### src/rtl/core/brd_pkg.sv
`timescale 1ns / 1ps
// ----------------------------------------------------------------------------
// brd_pkg: shared types and constants of the broadcast ring store
// Transaction payload structs, command codes, pointer-table operations and
// the default sizes handed to the top level.
// ----------------------------------------------------------------------------
package brd_pkg;

  // Default sizes of the store.
  localparam int DEF_RING_DEPTH    = 16;
  localparam int DEF_NUM_CONSUMERS = 4;
  localparam int DEF_MAX_LEN       = 256;

  // A drain never returns more entries than this.
  localparam int MAX_DRAIN = 16;

  // Command codes carried in the cmd field.
  typedef enum logic [2:0] {
    CMD_CLEAR    = 3'd0,
    CMD_REGISTER = 3'd1,
    CMD_PUSH     = 3'd2,
    CMD_DRAIN    = 3'd3,
    CMD_COUNT    = 3'd4
  } cmd_e;

  // Request transaction.
  typedef struct packed {
    logic [2:0]  cmd;
    logic [1:0]  consumer;
    logic [63:0] payload;
    logic [7:0]  length;
    logic [4:0]  max_items;
  } req_t;

  // Response transaction.
  typedef struct packed {
    logic        granted;
    logic [1:0]  new_id;
    logic        item_valid;
    logic [63:0] item_payload;
    logic [7:0]  item_length;
    logic [4:0]  entry_count;
    logic        last;
  } rsp_t;

  // One stored ring entry.
  typedef struct packed {
    logic [63:0] payload;
    logic [7:0]  length;
  } entry_t;

  // Operation applied to the ring pointer table.
  typedef struct packed {
    logic clear;
    logic push;
    logic pop;
  } ptr_op_t;

endpackage

### src/rtl/core/brd_entry_mem.sv
`timescale 1ns / 1ps
// ----------------------------------------------------------------------------
// brd_entry_mem: shared entry store
// Single-port-write, single-port-read synchronous RAM holding the entries of
// all rings. Read data is registered and appears in the cycle after the read.
// ----------------------------------------------------------------------------
module brd_entry_mem
  import brd_pkg::*;
#(
  parameter int DEPTH  = DEF_NUM_CONSUMERS * DEF_RING_DEPTH,
  parameter int ADDR_W = $clog2(DEF_NUM_CONSUMERS * DEF_RING_DEPTH)
) (
  input  logic              clk,
  input  logic              we,
  input  logic [ADDR_W-1:0] waddr,
  input  entry_t            wdata,
  input  logic              re,
  input  logic [ADDR_W-1:0] raddr,
  output entry_t            rdata
);

  entry_t mem [DEPTH];

  // Write port.
  always_ff @(posedge clk) begin
    if (we) begin
      mem[waddr] <= wdata;
    end
  end

  // Registered read port.
  always_ff @(posedge clk) begin
    if (re) begin
      rdata <= mem[raddr];
    end
  end

endmodule

### config.mk
export PLATFORM = sky130hd
export DESIGN_NAME = brd_entry_mem
export DESIGN_NICKNAME = d
export VERILOG_FILES = /design/src/rtl/core/brd_pkg.sv /design/src/rtl/core/brd_entry_mem.sv
export SDC_FILE = /design/constraint.sdc
export NUM_CORES = 2
export LEC_CHECK = 0
export BUFFER_PORTS_ARGS = -buffer_cell sky130_fd_sc_hd__buf_2
export CORE_MARGIN = 2
export CORE_UTILIZATION = 50
export DETAILED_ROUTE_END_ITERATION = 8
export PLACE_DENSITY = 0.68
export SETUP_SLACK_MARGIN = 0.3
export SLEW_MARGIN = 20
export SYNTH_ARGS = -nofsm -noshare
export SYNTH_HDL_FRONTEND = slang
export SYNTH_MEMORY_MAX_BITS = 65536
export SYNTH_SLANG_ARGS = --single-unit
export TNS_END_PERCENT = 1
### constraint.sdc
create_clock -name clk -period 8.1 [get_ports clk]
set_input_delay 1.62 -clock clk [delete_from_list [all_inputs] [get_ports clk]]
set_output_delay 1.62 -clock clk [all_outputs]
set_load 0.01 [all_outputs]
# Yosys cells after proc, flatten, opt, wreduce, memory -nomap -nowiden

Memories as Yosys holds them, arrays and structs flattened. A register that Yosys moved wholly into a read port is not among the register bits.
Index checks and enable logic that the tools add are counted.

Output and inout port bits: 72
Memories: 1
RAM bits: 4,608
Register bits: 0
Input bits: 87

Mux-type cells: 2

Memories:

| name | depth | width | rd ports | clocked after Yosys merged registers in | wr ports | line                | RTL |
|---|---|---|---|---|---|---|---|
| mem  | 64    | 72    | 1        | 1                                       | 1        | brd_entry_mem.sv:22 | `entry_t mem [DEPTH];` |

Operator list:

| kind              | number |
|---|---|
| 1-bit two-way mux | 2 |

# Depth between registers and ports, before layout

Depth in word-level cells: 2
Mapped depth: 8

# Worst setup path after synthesis

No wires, ideal clock.

Kind: in2reg
From: input waddr[3]
To: memory mem[48][0] in the netlist's numbering, enable pin
Buffers on the path: 1
Data arrival time: 7.028 ns
Data required time: 7.510 ns
Path slack: 0.481 ns
Stages: 4
Cell sequence: clkbuf_1 nor2b_1 nand4b_1 nor3_1

RTL lines:

| what        | line                | RTL |
|---|---|---|
| from (decl) | brd_entry_mem.sv:15 | `input logic [ADDR_W-1:0] waddr,` |
| to (decl)   | brd_entry_mem.sv:22 |  |

No word-level cell before the write port.

==> flow_metrics.tcl <==
set metrics [dict create \
    hold-path-endpoint "rdata[62]$_DFFE_PP_" \
    io_pins 159 \
    maxCapViolCount 0 \
    cp_top_family "buffers and inverters" \
    multiInputGateArea_mm2 0.0339 \
    worstHoldPathCells 4 \
    layout_commonest_cell "edfxtp_1" \
    rsz0062_at_grt "no" \
    crit_path_max_fanout 120 \
    netlist_instances 7305 \
    die_x_um 597 \
    synth_cell_types 26 \
    wl_um 488000 \
    design.die.area_mm2 0.357 \
    cts.clk_slew.worst_paths_ns 0.06 \
    cts_hold_buf 0 \
    relSlewSlack 0.171 \
    rows 217 \
    core-area_mm2 0.350 \
    die_h_um 597 \
    postLayoutCoreUtil 0.565 \
    synth_edf_count 4680 \
    seqPwrFrac 0.545 \
    regArea_mm2 0.141 \
    place_area_mm2 0.183 \
    setup_viol 0 \
    r2r-end "rdata[41]$_DFFE_PP_" \
    fin_cells 12700 \
    fin_crit_ns 4.39 \
    cts_root_buffer "clkbuf_16" \
    min_from "mem[14][62]$_DFFE_PP_" \
    r2r-start "mem[3][41]$_DFFE_PP_" \
    via_count 86300 \
    layout_common_cells "edfxtp_1 (4680), mux4_2 (1152), clkbuf_16 (451)" \
    maxSlewViolCount 0 \
    hold_path.class "register to register" \
    synth_seq_cells 4680 \
    hold_ws_ns 0.904 \
    post-dp-hpwl_um 248000 \
    finish.instance_area_mm2 0.198 \
    powerDensity_mw_per_mm2 250 \
    cts_buffer_depth 4 \
    ir_drop_v 0.000196 \
    finalWorstSetupSlack_ns 3.71 \
    synth_nets 7392 \
    pre_cts_slack_ns 2.85 \
    setup_tns_ns 0 \
    postCtsSetupBuffers 0 \
    dp.cells 11800 \
    leakage_nw 60.9 \
    rrSetupSlack_ns 6.11 \
    p_switching_mw 10.4 \
    clk_latency_ns 0.97 \
    drc 0 \
    finalPower_mw 49.5 \
    crit_path_start_kind "input pin" \
    start_util 0.503 \
    ys.flop_type "edfxtp_1" \
    cts.htree.levels 5 \
    fill_cells 24800 \
    gp_congestion 0.784 \
    nets 7787 \
    drive_above_1_share 0.273 \
    yosysSeqAreaShare 0.799 \
    crit_type "input pin to register" \
    drtIter0Drc 13700 \
    power.internal_mw 39.0 \
    p_comb_frac 0.045 \
    critPathArrivalTime_ns 5.22 \
    numPortBuffers 158 \
    syn_avg_cell_area_um2 24.1 \
    antenna_found_initial 54 \
    critPathBufInv 3 \
    ys_warn_count 0 \
    fin_crit_sh 0.542 \
    ant_nets 0 \
    critPathSlowestCell "buf_4" \
    cts_tree "built" \
    outcome "complete, no violations" \
    vias_per_cell 6.80 \
    overflow 0 \
    grt.total_usage 0.273 \
    numCtsBuffers 446 \
    areaGrowthSynthToFinish_pct 12.3 \
    worst_slew_pin_slew_ns 1.24 \
    hold_viol 0 \
    pwr-share-clk 0.410 \
    ff2ff_path_depth 4 \
    p_sw_frac 0.211 \
    critPathLaunch "raddr[2]" \
    drt-wirelength-per-cell_um 38.4 \
    clock-sinks 4680 \
    finalClockSkew_ns 0.0704 \
    path_cells "buf_8 > buf_12 > nand3b_1 > buf_4 > o22ai_1 > a211oi_1 > o211a_1" \
    dr.pass1.iters 8 \
    cp-end-kind "register" \
    grt_max_degree 128 \
    syn-cell-area_mm2 0.176 \
    grt_pass1_wl_um 674000 \
    synthArstFlopShare 0 \
    required_ns 8.93 \
    cpPeakStageDelay_ns 0.64 \
    cts.repair.resized 0 \
    grt_pass1_vias 84600 \
    max_freq_ghz 0.228 \
]
[sequential cells by signal (all words and copies together), names as in the netlist]
register and flops:
mem 4608, rdata 72
[cells by family (layout without fill, tap and decap cells)]
kind of cell,after synthesis,in the layout,synth area share
muxes,1260,1260,0.154
and+or+nand+nor,317,317,0.00878
other,0,27,0
DFF,4680,4680,0.799
AOI/OAI and AO/OA,630,630,0.0273
buffers and inverters,418,1189,0.0115
[routing by layer]
layer,vias to the layer above,wire length (um),global-route usage
met2,6079,235000,0.435
met4,22,17500,0.0878
li1,32700,-,-
met3,964,61000,0.0628
met5,-,147,0
met1,46500,175000,0.376
[cell usage after synthesis, types with 9 or more instances]
master | number | area share
o211a_1 | 72 | 0.0041
a22oi_1 | 288 | 0.012
a211oi_1 | 72 | 0.0031
nor2b_1 | 9 | 0.00032
mux4_2 | 1152 | 0.15
buf_1 | 27 | 0.00058
nand2b_1 | 9 | 0.00032
o221ai_1 | 54 | 0.0027
o22ai_1 | 144 | 0.0051
buf_4 | 56 | 0.0024
buf_2 | 190 | 0.0054
nand3b_1 | 26 | 0.0011
nand3_1 | 128 | 0.0036
nor2_1 | 120 | 0.0026
clkbuf_1 | 143 | 0.0031
mux2i_1 | 108 | 0.0061
edfxtp_1 | 4680 | 0.80
[worst max-delay path by stage]
stage                                end  slack, ns  cells past startpoint
CTS                  rdata[25]$_DFFE_PP_       3.87                      7
global placement     rdata[25]$_DFFE_PP_       2.86                      7
global route         rdata[42]$_DFFE_PP_       3.75                      7
floorplan           mem[48][0]$_DFFE_PP_       0.48                      4
detailed placement   rdata[42]$_DFFE_PP_       2.85                      7
finish               rdata[21]$_DFFE_PP_       3.71                      7
[power by group through the flow]
stage          combinational, mW  clock [mW]  sequential (mW)
3_5_place_dp                2.21           0             27.5
5_1_grt                     2.35        21.3             27.0
4_1_cts                     2.22        20.4             27.0
3_3_place_gp                2.16           0             27.5
2_1_floorplan               1.23           0             27.4
6_report                    2.23        20.3             27.0
[worst register-to-register path: stages (launching register included)]
cell and delay, ns:
edfxtp_1 0.37, mux4_2 0.48, a22oi_1 0.58, nand3_1 0.15, o211a_1 0.16
[final cells by class]
class                      count  share of cell area
clock inverter               267              0.0122
timing repair buffer         365              0.0162
clock buffer                 557              0.0591
tap                         4599              0.0291
sequential                  4680               0.711
antenna                       27            0.000342
multi-input combinational   2207               0.172
No activity file was read; power rests on OpenSTA's default activity.
