--- src/rtl/core/brd_pkg.sv ---
`timescale 1ns / 1ps
// ----------------------------------------------------------------------------
// brd_pkg: shared types and constants of the broadcast ring store
// Transaction payload structs, command codes, pointer-table operations and
// the default sizes handed to the top level.
// ----------------------------------------------------------------------------
package brd_pkg;

  // Default sizes of the store.
  localparam int DEF_RING_DEPTH    = 16;
  localparam int DEF_NUM_CONSUMERS = 4;
  localparam int DEF_MAX_LEN       = 256;

  // A drain never returns more entries than this.
  localparam int MAX_DRAIN = 16;

  // Command codes carried in the cmd field.
  typedef enum logic [2:0] {
    CMD_CLEAR    = 3'd0,
    CMD_REGISTER = 3'd1,
    CMD_PUSH     = 3'd2,
    CMD_DRAIN    = 3'd3,
    CMD_COUNT    = 3'd4
  } cmd_e;

  // Request transaction.
  typedef struct packed {
    logic [2:0]  cmd;
    logic [1:0]  consumer;
    logic [63:0] payload;
    logic [7:0]  length;
    logic [4:0]  max_items;
  } req_t;

  // Response transaction.
  typedef struct packed {
    logic        granted;
    logic [1:0]  new_id;
    logic        item_valid;
    logic [63:0] item_payload;
    logic [7:0]  item_length;
    logic [4:0]  entry_count;
    logic        last;
  } rsp_t;

  // One stored ring entry.
  typedef struct packed {
    logic [63:0] payload;
    logic [7:0]  length;
  } entry_t;

  // Operation applied to the ring pointer table.
  typedef struct packed {
    logic clear;
    logic push;
    logic pop;
  } ptr_op_t;

endpackage

--- src/rtl/core/brd_ring_ptrs.sv ---
`timescale 1ns / 1ps
// ----------------------------------------------------------------------------
// brd_ring_ptrs: ring pointer table
// Head and fill of every consumer ring. One ring is addressed per cycle; a
// push either appends or, on a full ring, overwrites the oldest entry.
// ----------------------------------------------------------------------------
module brd_ring_ptrs
  import brd_pkg::*;
#(
  parameter int RING_DEPTH    = DEF_RING_DEPTH,
  parameter int NUM_CONSUMERS = DEF_NUM_CONSUMERS,
  localparam int HEAD_W = $clog2(RING_DEPTH),
  localparam int FILL_W = $clog2(RING_DEPTH + 1),
  localparam int CID_W  = (NUM_CONSUMERS > 1) ? $clog2(NUM_CONSUMERS) : 1
) (
  input  logic              clk,
  input  logic              rst,
  input  ptr_op_t           op,
  input  logic [CID_W-1:0]  idx,
  output logic [HEAD_W-1:0] head_q,
  output logic [FILL_W-1:0] fill_q,
  output logic [HEAD_W-1:0] push_slot
);

  localparam int SUM_W = FILL_W + 1;

  logic [HEAD_W-1:0] head [NUM_CONSUMERS];
  logic [FILL_W-1:0] fill [NUM_CONSUMERS];

  logic              full;
  logic [HEAD_W-1:0] head_inc;
  logic [SUM_W-1:0]  tail_sum;
  logic [SUM_W-1:0]  tail_wrap;

  // Pointers of the addressed ring and the slot a push would write.
  always_comb begin
    head_q    = head[idx];
    fill_q    = fill[idx];
    full      = (fill_q == FILL_W'(RING_DEPTH));
    head_inc  = (head_q == HEAD_W'(RING_DEPTH - 1)) ? '0 : head_q + 1'b1;
    tail_sum  = SUM_W'(head_q) + SUM_W'(fill_q);
    tail_wrap = (tail_sum >= SUM_W'(RING_DEPTH)) ? tail_sum - SUM_W'(RING_DEPTH)
                                                 : tail_sum;
    push_slot = full ? head_q : tail_wrap[HEAD_W-1:0];
  end

  // Pointer updates: clear empties every ring at once.
  always_ff @(posedge clk) begin
    if (rst || op.clear) begin
      for (int i = 0; i < NUM_CONSUMERS; i++) begin
        head[i] <= '0;
        fill[i] <= '0;
      end
    end else if (op.push) begin
      if (full) begin
        head[idx] <= head_inc;
      end else begin
        fill[idx] <= fill_q + 1'b1;
      end
    end else if (op.pop) begin
      head[idx] <= head_inc;
      fill[idx] <= fill_q - 1'b1;
    end
  end

endmodule

--- config.mk ---
export PLATFORM = sky130hd
export DESIGN_NAME = brd_ring_ptrs
export DESIGN_NICKNAME = d
export VERILOG_FILES = /design/src/rtl/core/brd_pkg.sv /design/src/rtl/core/brd_ring_ptrs.sv
export SDC_FILE = /design/constraint.sdc
export NUM_CORES = 1
export LEC_CHECK = 0
export BUFFER_PORTS_ARGS = -buffer_cell sky130_fd_sc_hd__buf_2
export CAP_MARGIN = 20
export CORE_MARGIN = 2
export CORE_UTILIZATION = 50
export DETAILED_ROUTE_END_ITERATION = 8
export PLACE_DENSITY = 0.69
export SYNTH_ARGS = -nofsm -noshare
export SYNTH_HDL_FRONTEND = slang
export SYNTH_SLANG_ARGS = --single-unit
--- constraint.sdc ---
create_clock -name clk -period 2.4 [get_ports clk]
set_input_delay 0 -clock clk [delete_from_list [all_inputs] [get_ports clk]]
set_output_delay 0 -clock clk [all_outputs]
set_load 0.005 [all_outputs]
# Word-level counts from Yosys, hierarchy flattened
# Memories as Yosys holds them, arrays and structs flattened.
# Index checks and enable logic that the tools add are counted.
# op_classes
n_addsub,5
n_lt_le_gt_ge,1
eq_ne,2
muxes,25
bitwise_logic,2
reduce_logical,3
# ops
operator,count
4-bit 2-to-1 mux,5
1-bit 2-to-1 mux,16
5-bit 2-to-1 mux,2
4-bit by 5-bit adder with 6-bit output,1
6-bit by 5-bit >= comparator with 1-bit output (second input constant),1
5-bit by 1-bit adder with 5-bit output (second input constant),1
5-bit equality test (second input constant),1
5-bit OR reduction,1
5-bit by 1-bit subtractor with 5-bit output (second input constant),1
4-bit by 1-bit adder with 4-bit output (second input constant),1
4-bit equality test (second input constant),1
2-bit 2-to-1 mux,2
4-bit OR reduction,1
4-bit by 1-bit subtractor with 4-bit output (second input constant),1
1-bit bitwise OR,2
1-bit logical OR,1
# word_totals
register_bits,0
ram_bits,36
inputBits,7
elab_cells,40
memories,2
# memory_table
memory,depth,width,read_ports,rd_ports_with_merged_regs,write_ports,line_no,text
fill,4,5,1,0,4,brd_ring_ptrs.sv:28,logic [FILL_W-1:0] fill [NUM_CONSUMERS];
head,4,4,1,0,4,brd_ring_ptrs.sv:27,logic [HEAD_W-1:0] head [NUM_CONSUMERS];

# Depth between registers and ports, before layout
# An unclocked memory read counts as a cell.
# logic_depth
word_depth,9
mapped_depth,9

# Worst setup path after synthesis
# Ideal clock, no wire load.
# synth_timing
path_kind,register to register
from,mem fill[2][0] (netlist bit)
to,mem fill[1][4] (netlist bit) (data pin)
setup_time_ns,0.273
t_arrival_ns,1.940
required_ns,2.127
path_slack_ns,0.187
stages_incl_launch_ff,9
period_less_slack_ns,2.213
path_cell_list,edfxtp_1 -> mux4_2 -> clkinv_1 -> fa_1 -> nand2b_1 -> a21oi_1 -> xor2_1 -> xnor2_1 -> nor3_1
# synth_lines
element,line_no
from (decl),brd_ring_ptrs.sv:28

# Worst setup path after layout
# layout_timing
from,mem fill[2][0] (netlist bit)
to,out push_slot[3]
# layout_via
elab_chain_len,5
elab_cells_between_ends,7
# layout_rtl
element,line_no,text
memory read 4 x 5 bit (*),-,
4-bit by 5-bit adder with 6-bit output,brd_ring_ptrs.sv:41,tail_sum = SUM_W'(head_q) + SUM_W'(fill_q);
6-bit by 5-bit >= comparator with 1-bit output / 4-bit by 1-bit subtractor with 4-bit output (equally long branches),brd_ring_ptrs.sv:42,tail_wrap = (tail_sum >= SUM_W'(RING_DEPTH)) ? tail_sum - SUM_W'(RING_DEPTH)
4-bit 2-to-1 mux,brd_ring_ptrs.sv:42,
4-bit 2-to-1 mux (*),brd_ring_ptrs.sv:44,push_slot = full ? head_q : tail_wrap[HEAD_W-1:0];
to (decl),brd_ring_ptrs.sv:22,output logic [HEAD_W-1:0] push_slot
# Mark *: on every way between the ends. The rest lies on a longest branch, timed or not.

==> results.rst <==
.. list-table::
   :header-rows: 1

   * - Metric
     - Value
   * - Core region area
     - 0.00400 sq mm
   * - Type of element launching the critical path
     - flip-flop
   * - Maximum clock skew at final layout
     - 0.00521 ns
   * - Mean cell area of the mapped netlist
     - 13.2 sq um
   * - Power per Cell Area
     - 613 mW/mm^2
   * - Share of total power in combinational logic
     - 20.8%
   * - Die Span Y
     - 68.5 um
   * - Synthesized netlist cell count
     - 157
   * - Worst hold margin
     - 0.335 ns
   * - Hold buffers post-CTS
     - 0
   * - CP Max Fanout
     - 3
   * - Switching part of the total
     - 27.3%
   * - Hold path start
     - rst
   * - TritonCTS sink count
     - 36
   * - Layout overhead on the synthesized area
     - 13.9%
   * - Hold Crit Depth
     - 5
   * - Most frequently used flop master after synthesis
     - sky130_fd_sc_hd__edfxtp_1
   * - Number of synthesis warnings
     - 0
   * - Peak clock frequency supported by timing
     - 436 MHz
   * - Detailed-route via count
     - 1408
   * - Final Hold Fails
     - 0
   * - Critical path origin
     - fill[2][0]
   * - Time the worst path needs with I/O delays and setup
     - 2.29 ns
   * - I/O Buffers
     - 19
   * - R2r endpoint
     - fill[0][3]
   * - Portion of synthesized cell area occupied by the leading cell type
     - 52.0%
   * - Number of search-and-repair iterations in the first detailed-routing pass
     - 4
   * - Antenna violations before repair
     - 0
   * - Post-placement setup slack
     - 0.0945 ns
   * - Worst Path Class, Setup
     - reg2out
   * - Routability congestion estimate from global placement
     - 0.810
   * - Worst hold path type
     - in2reg
   * - Register bit total from synthesis
     - 36
   * - Count of nets left with antenna violations after detail routing
     - 0
   * - Post-detailed-route wirelength per cell
     - 19.0 um
   * - Via count of the first global-routing pass
     - 1341
   * - Sequential-to-total area share from yosys stat
     - 52.0%
   * - Flop2flop setup slack
     - 0.11 ns
   * - Cell type contributing the most total cell area after synthesis
     - sky130_fd_sc_hd__edfxtp_1
   * - Final global-route overflow total
     - 0
   * - Diode count
     - 0
   * - Worst voltage drop across the vdd grid
     - 314 uV
   * - Sum Neg Setup Slack
     - 0 ns
   * - Sum of routed wire segments on met1
     - 2.01 mm
   * - Rows
     - 23
   * - Number of nets in the synthesized netlist
     - 173
   * - Setup repair after global routing missed its margin
     - true
   * - Lkg Pwr
     - 0.915 nW
   * - Max-slew headroom
     - 56.4%
   * - Worst Tran Pin Value
     - 0.649 ns
   * - Met3 WL post-DR
     - 253 um
   * - Width of the die
     - 68.5 um
   * - Maximum number of buffers from clock root to sink
     - 2
   * - Portion of the clock cycle consumed by the worst path in the final layout
     - 95.6%
   * - Max H-tree Level
     - 2
   * - DRC violations left
     - 0
   * - Number of nets in the finished design
     - 203
   * - Total GRT Usage
     - 21.2%
   * - Clock-pin slew on the worst setup and hold paths
     - 0.07 ns
   * - Number of distinct library cells after synthesis
     - 34
   * - Worst-path cell chain
     - mux4_2 -> buf_6 -> ha_1 -> a21o_1 -> a21oi_2 -> xnor2_1 -> nand2_1 -> xnor2_1 -> buf_2
   * - Number of max-cap violations
     - 0
   * - Syn Std Cell Area
     - 0.00208 sq mm
   * - Capturing element type of the critical path
     - output pin
   * - DRC violation total after the first TritonRoute iteration
     - 121
   * - Root cell of the clock tree
     - sky130_fd_sc_hd__clkbuf_8
   * - Maximum number of pins on one net before global-route repair
     - 21
   * - Die Outline Area
     - 0.00469 sq mm
   * - Routed wire length on met2
     - 2.16 mm
   * - Clock latency on the worst-skew pair
     - 0.28 ns
   * - Cell-internal power
     - 1.05 mW
   * - Dominant cells by area after synthesis
     - sky130_fd_sc_hd__edfxtp_1, sky130_fd_sc_hd__mux4_2, sky130_fd_sc_hd__nor3_2, sky130_fd_sc_hd__ha_1, sky130_fd_sc_hd__buf_6
   * - Data arrival time at the worst-slack endpoint
     - 2.29 ns
   * - Max Slew Vio Count
     - 0
   * - Inserted Clock Buffers
     - 5
   * - Crit path top cell by count
     - sky130_fd_sc_hd__xnor2_1
   * - Data required time of the critical path
     - 2.40 ns
   * - Count of placed standard cells including taps
     - 227
   * - WHS Endpoint
     - head[1][1]
   * - Ys async rst share
     - 0%
   * - Cell Count, Final, Fillers Out
     - 238
   * - Status
     - completed
   * - Uppermost metal layer occupied by signal nets
     - met4
   * - HPWL after detailed placement
     - 3.21 mm
   * - Starting utilization of the core area
     - 51.9%
   * - Clock tree from TritonCTS
     - built
   * - Final WS setup
     - 0.106 ns
   * - Number of cells traversed by the worst register-to-register path
     - 6
   * - I/O Pins
     - 20
   * - Global-route wire length before repair
     - 6.78 mm
   * - Share of final-layout standard cells stronger than drive strength 1
     - 35.6%
   * - Via density per instance
     - 5.92
   * - Fraction of power consumed by the clock network
     - 28.2%
   * - Sequential fraction of design power
     - 50.9%
   * - Number of synthesized flops with an enable pin
     - 36
   * - Critical Path Slowest Stage Cell
     - sky130_fd_sc_hd__mux4_2
   * - Final setup viols
     - 0
   * - Worst r2r src
     - fill[2][1]
   * - Largest stage delay, worst path
     - 0.49 ns
   * - Sum of routed wire length over all layers
     - 4.52 mm
   * - Switching power of the nets
     - 0.396 mW
==> logic make-up after synthesis <==
family / synth area share, %
multiplexers: 10.8
flip-flops: 52.0
adder cells (fa/ha/maj): 6.14
AO/OA/AOI/OAI: 6.45
buffers and inverters: 5.66
XOR/XNOR: 3.37
AND/OR/NAND/NOR: 15.5
==> worst max-delay path, delay by kind of cell (launching register included) <==
kind / cells / cell delay [ns]
and+or+nand+nor: 1 / 0.09
adders and majority gates: 1 / 0.20
buffers and inverters: 2 / 0.26
AOI/OAI and AO/OA: 2 / 0.31
DFF: 1 / 0.38
xor gates and xnor gates: 2 / 0.27
muxes: 1 / 0.49
==> layout by cell type, fill, tap and decap left out, types with 5 or more instances in the layout <==
cell                        n
sky130_fd_sc_hd__buf_2     19
sky130_fd_sc_hd__nor3_1    15
sky130_fd_sc_hd__clkbuf_8   5
sky130_fd_sc_hd__nor2_1    13
sky130_fd_sc_hd__edfxtp_1  36
sky130_fd_sc_hd__buf_4     15
sky130_fd_sc_hd__a21oi_1    5
sky130_fd_sc_hd__ha_1       6
sky130_fd_sc_hd__nor3_2     9
sky130_fd_sc_hd__o21ai_1    9
sky130_fd_sc_hd__mux4_2     9
==> cell type report <==
class                           instances  area [sq um]
Clock inverter                          3          13.8
Sequential cell                        36          1080
Clock buffer                            5          68.8
Inverter                                5          18.8
Fill cell                             324          1630
Tap cell                               50          62.6
Timing Repair Buffer                   35           219
Multi-Input combinational cell        104           902
==> power groups by stage <==
stage          Sequential, mW  Combinational [mW]  Clock (mW)
2_1_floorplan           0.748               0.194           0
3_3_place_gp            0.750               0.275           0
3_5_place_dp            0.753               0.283           0
4_1_cts                 0.739               0.285       0.414
5_1_grt                 0.742               0.330       0.445
6_report                0.738               0.302       0.410
==> cell usage after synthesis (2+ instances only) <==
cell type and n:
sky130_fd_sc_hd__nor3_1 15, sky130_fd_sc_hd__nand2_1 3, sky130_fd_sc_hd__nor3_2 9, sky130_fd_sc_hd__ha_1 7, sky130_fd_sc_hd__nor2_1 13, sky130_fd_sc_hd__xor2_1 4, sky130_fd_sc_hd__buf_6 7, sky130_fd_sc_hd__a21oi_1 6
sky130_fd_sc_hd__clkbuf_1 4, sky130_fd_sc_hd__nand2b_1 3, sky130_fd_sc_hd__a21o_1 2, sky130_fd_sc_hd__inv_1 3, sky130_fd_sc_hd__o21a_1 2, sky130_fd_sc_hd__nor2b_1 2, sky130_fd_sc_hd__mux4_2 9, sky130_fd_sc_hd__fa_1 2
sky130_fd_sc_hd__o21ai_1 9, sky130_fd_sc_hd__xnor2_1 4, sky130_fd_sc_hd__nor3b_1 3, sky130_fd_sc_hd__edfxtp_1 36
==> flip-flops by register name, summed over array words and instances (netlist names) <==
name	count
fill	20
head	16
==> metrics by stage <==
step | util [%] | cell area [sq um] | power (mW)
global placement | 55.8 | 2230 | 1.03
floorplan | - | 2080 | 0.943
finish | 59.1 | 2370 | 1.45
detailed placement | 55.8 | 2230 | 1.04
CTS | 57.9 | 2320 | 1.44
global route | 59.1 | 2370 | 1.52
==> how the worst max path moves through the flow <==
| stage | depth (start not counted) | endpoint |
|---|---|---|
| after detailed placement | 5 | head[2][3] |
| final | 9 | push_slot[3] |
| after global placement | 5 | head[2][0] |
| after global routing | 8 | fill[2][4] |
| after CTS | 8 | push_slot[3] |
| after floorplan | 8 | fill[1][4] |
==> routing by layer <==
metal  up-vias  global-route usage, %
li1        646                      -
met1       706                   28.5
met2        47                   32.7
met3         9                   4.77
met4         0                   9.75
met5         -                      0
==> what timing repair did <==
action	in CTS	in global routing
resized for setup	0	4
hold endpoints to repair	0	0
buffers inserted	0	3
setup endpoints to repair	0	6
Power figures use the tool's default switching activity.
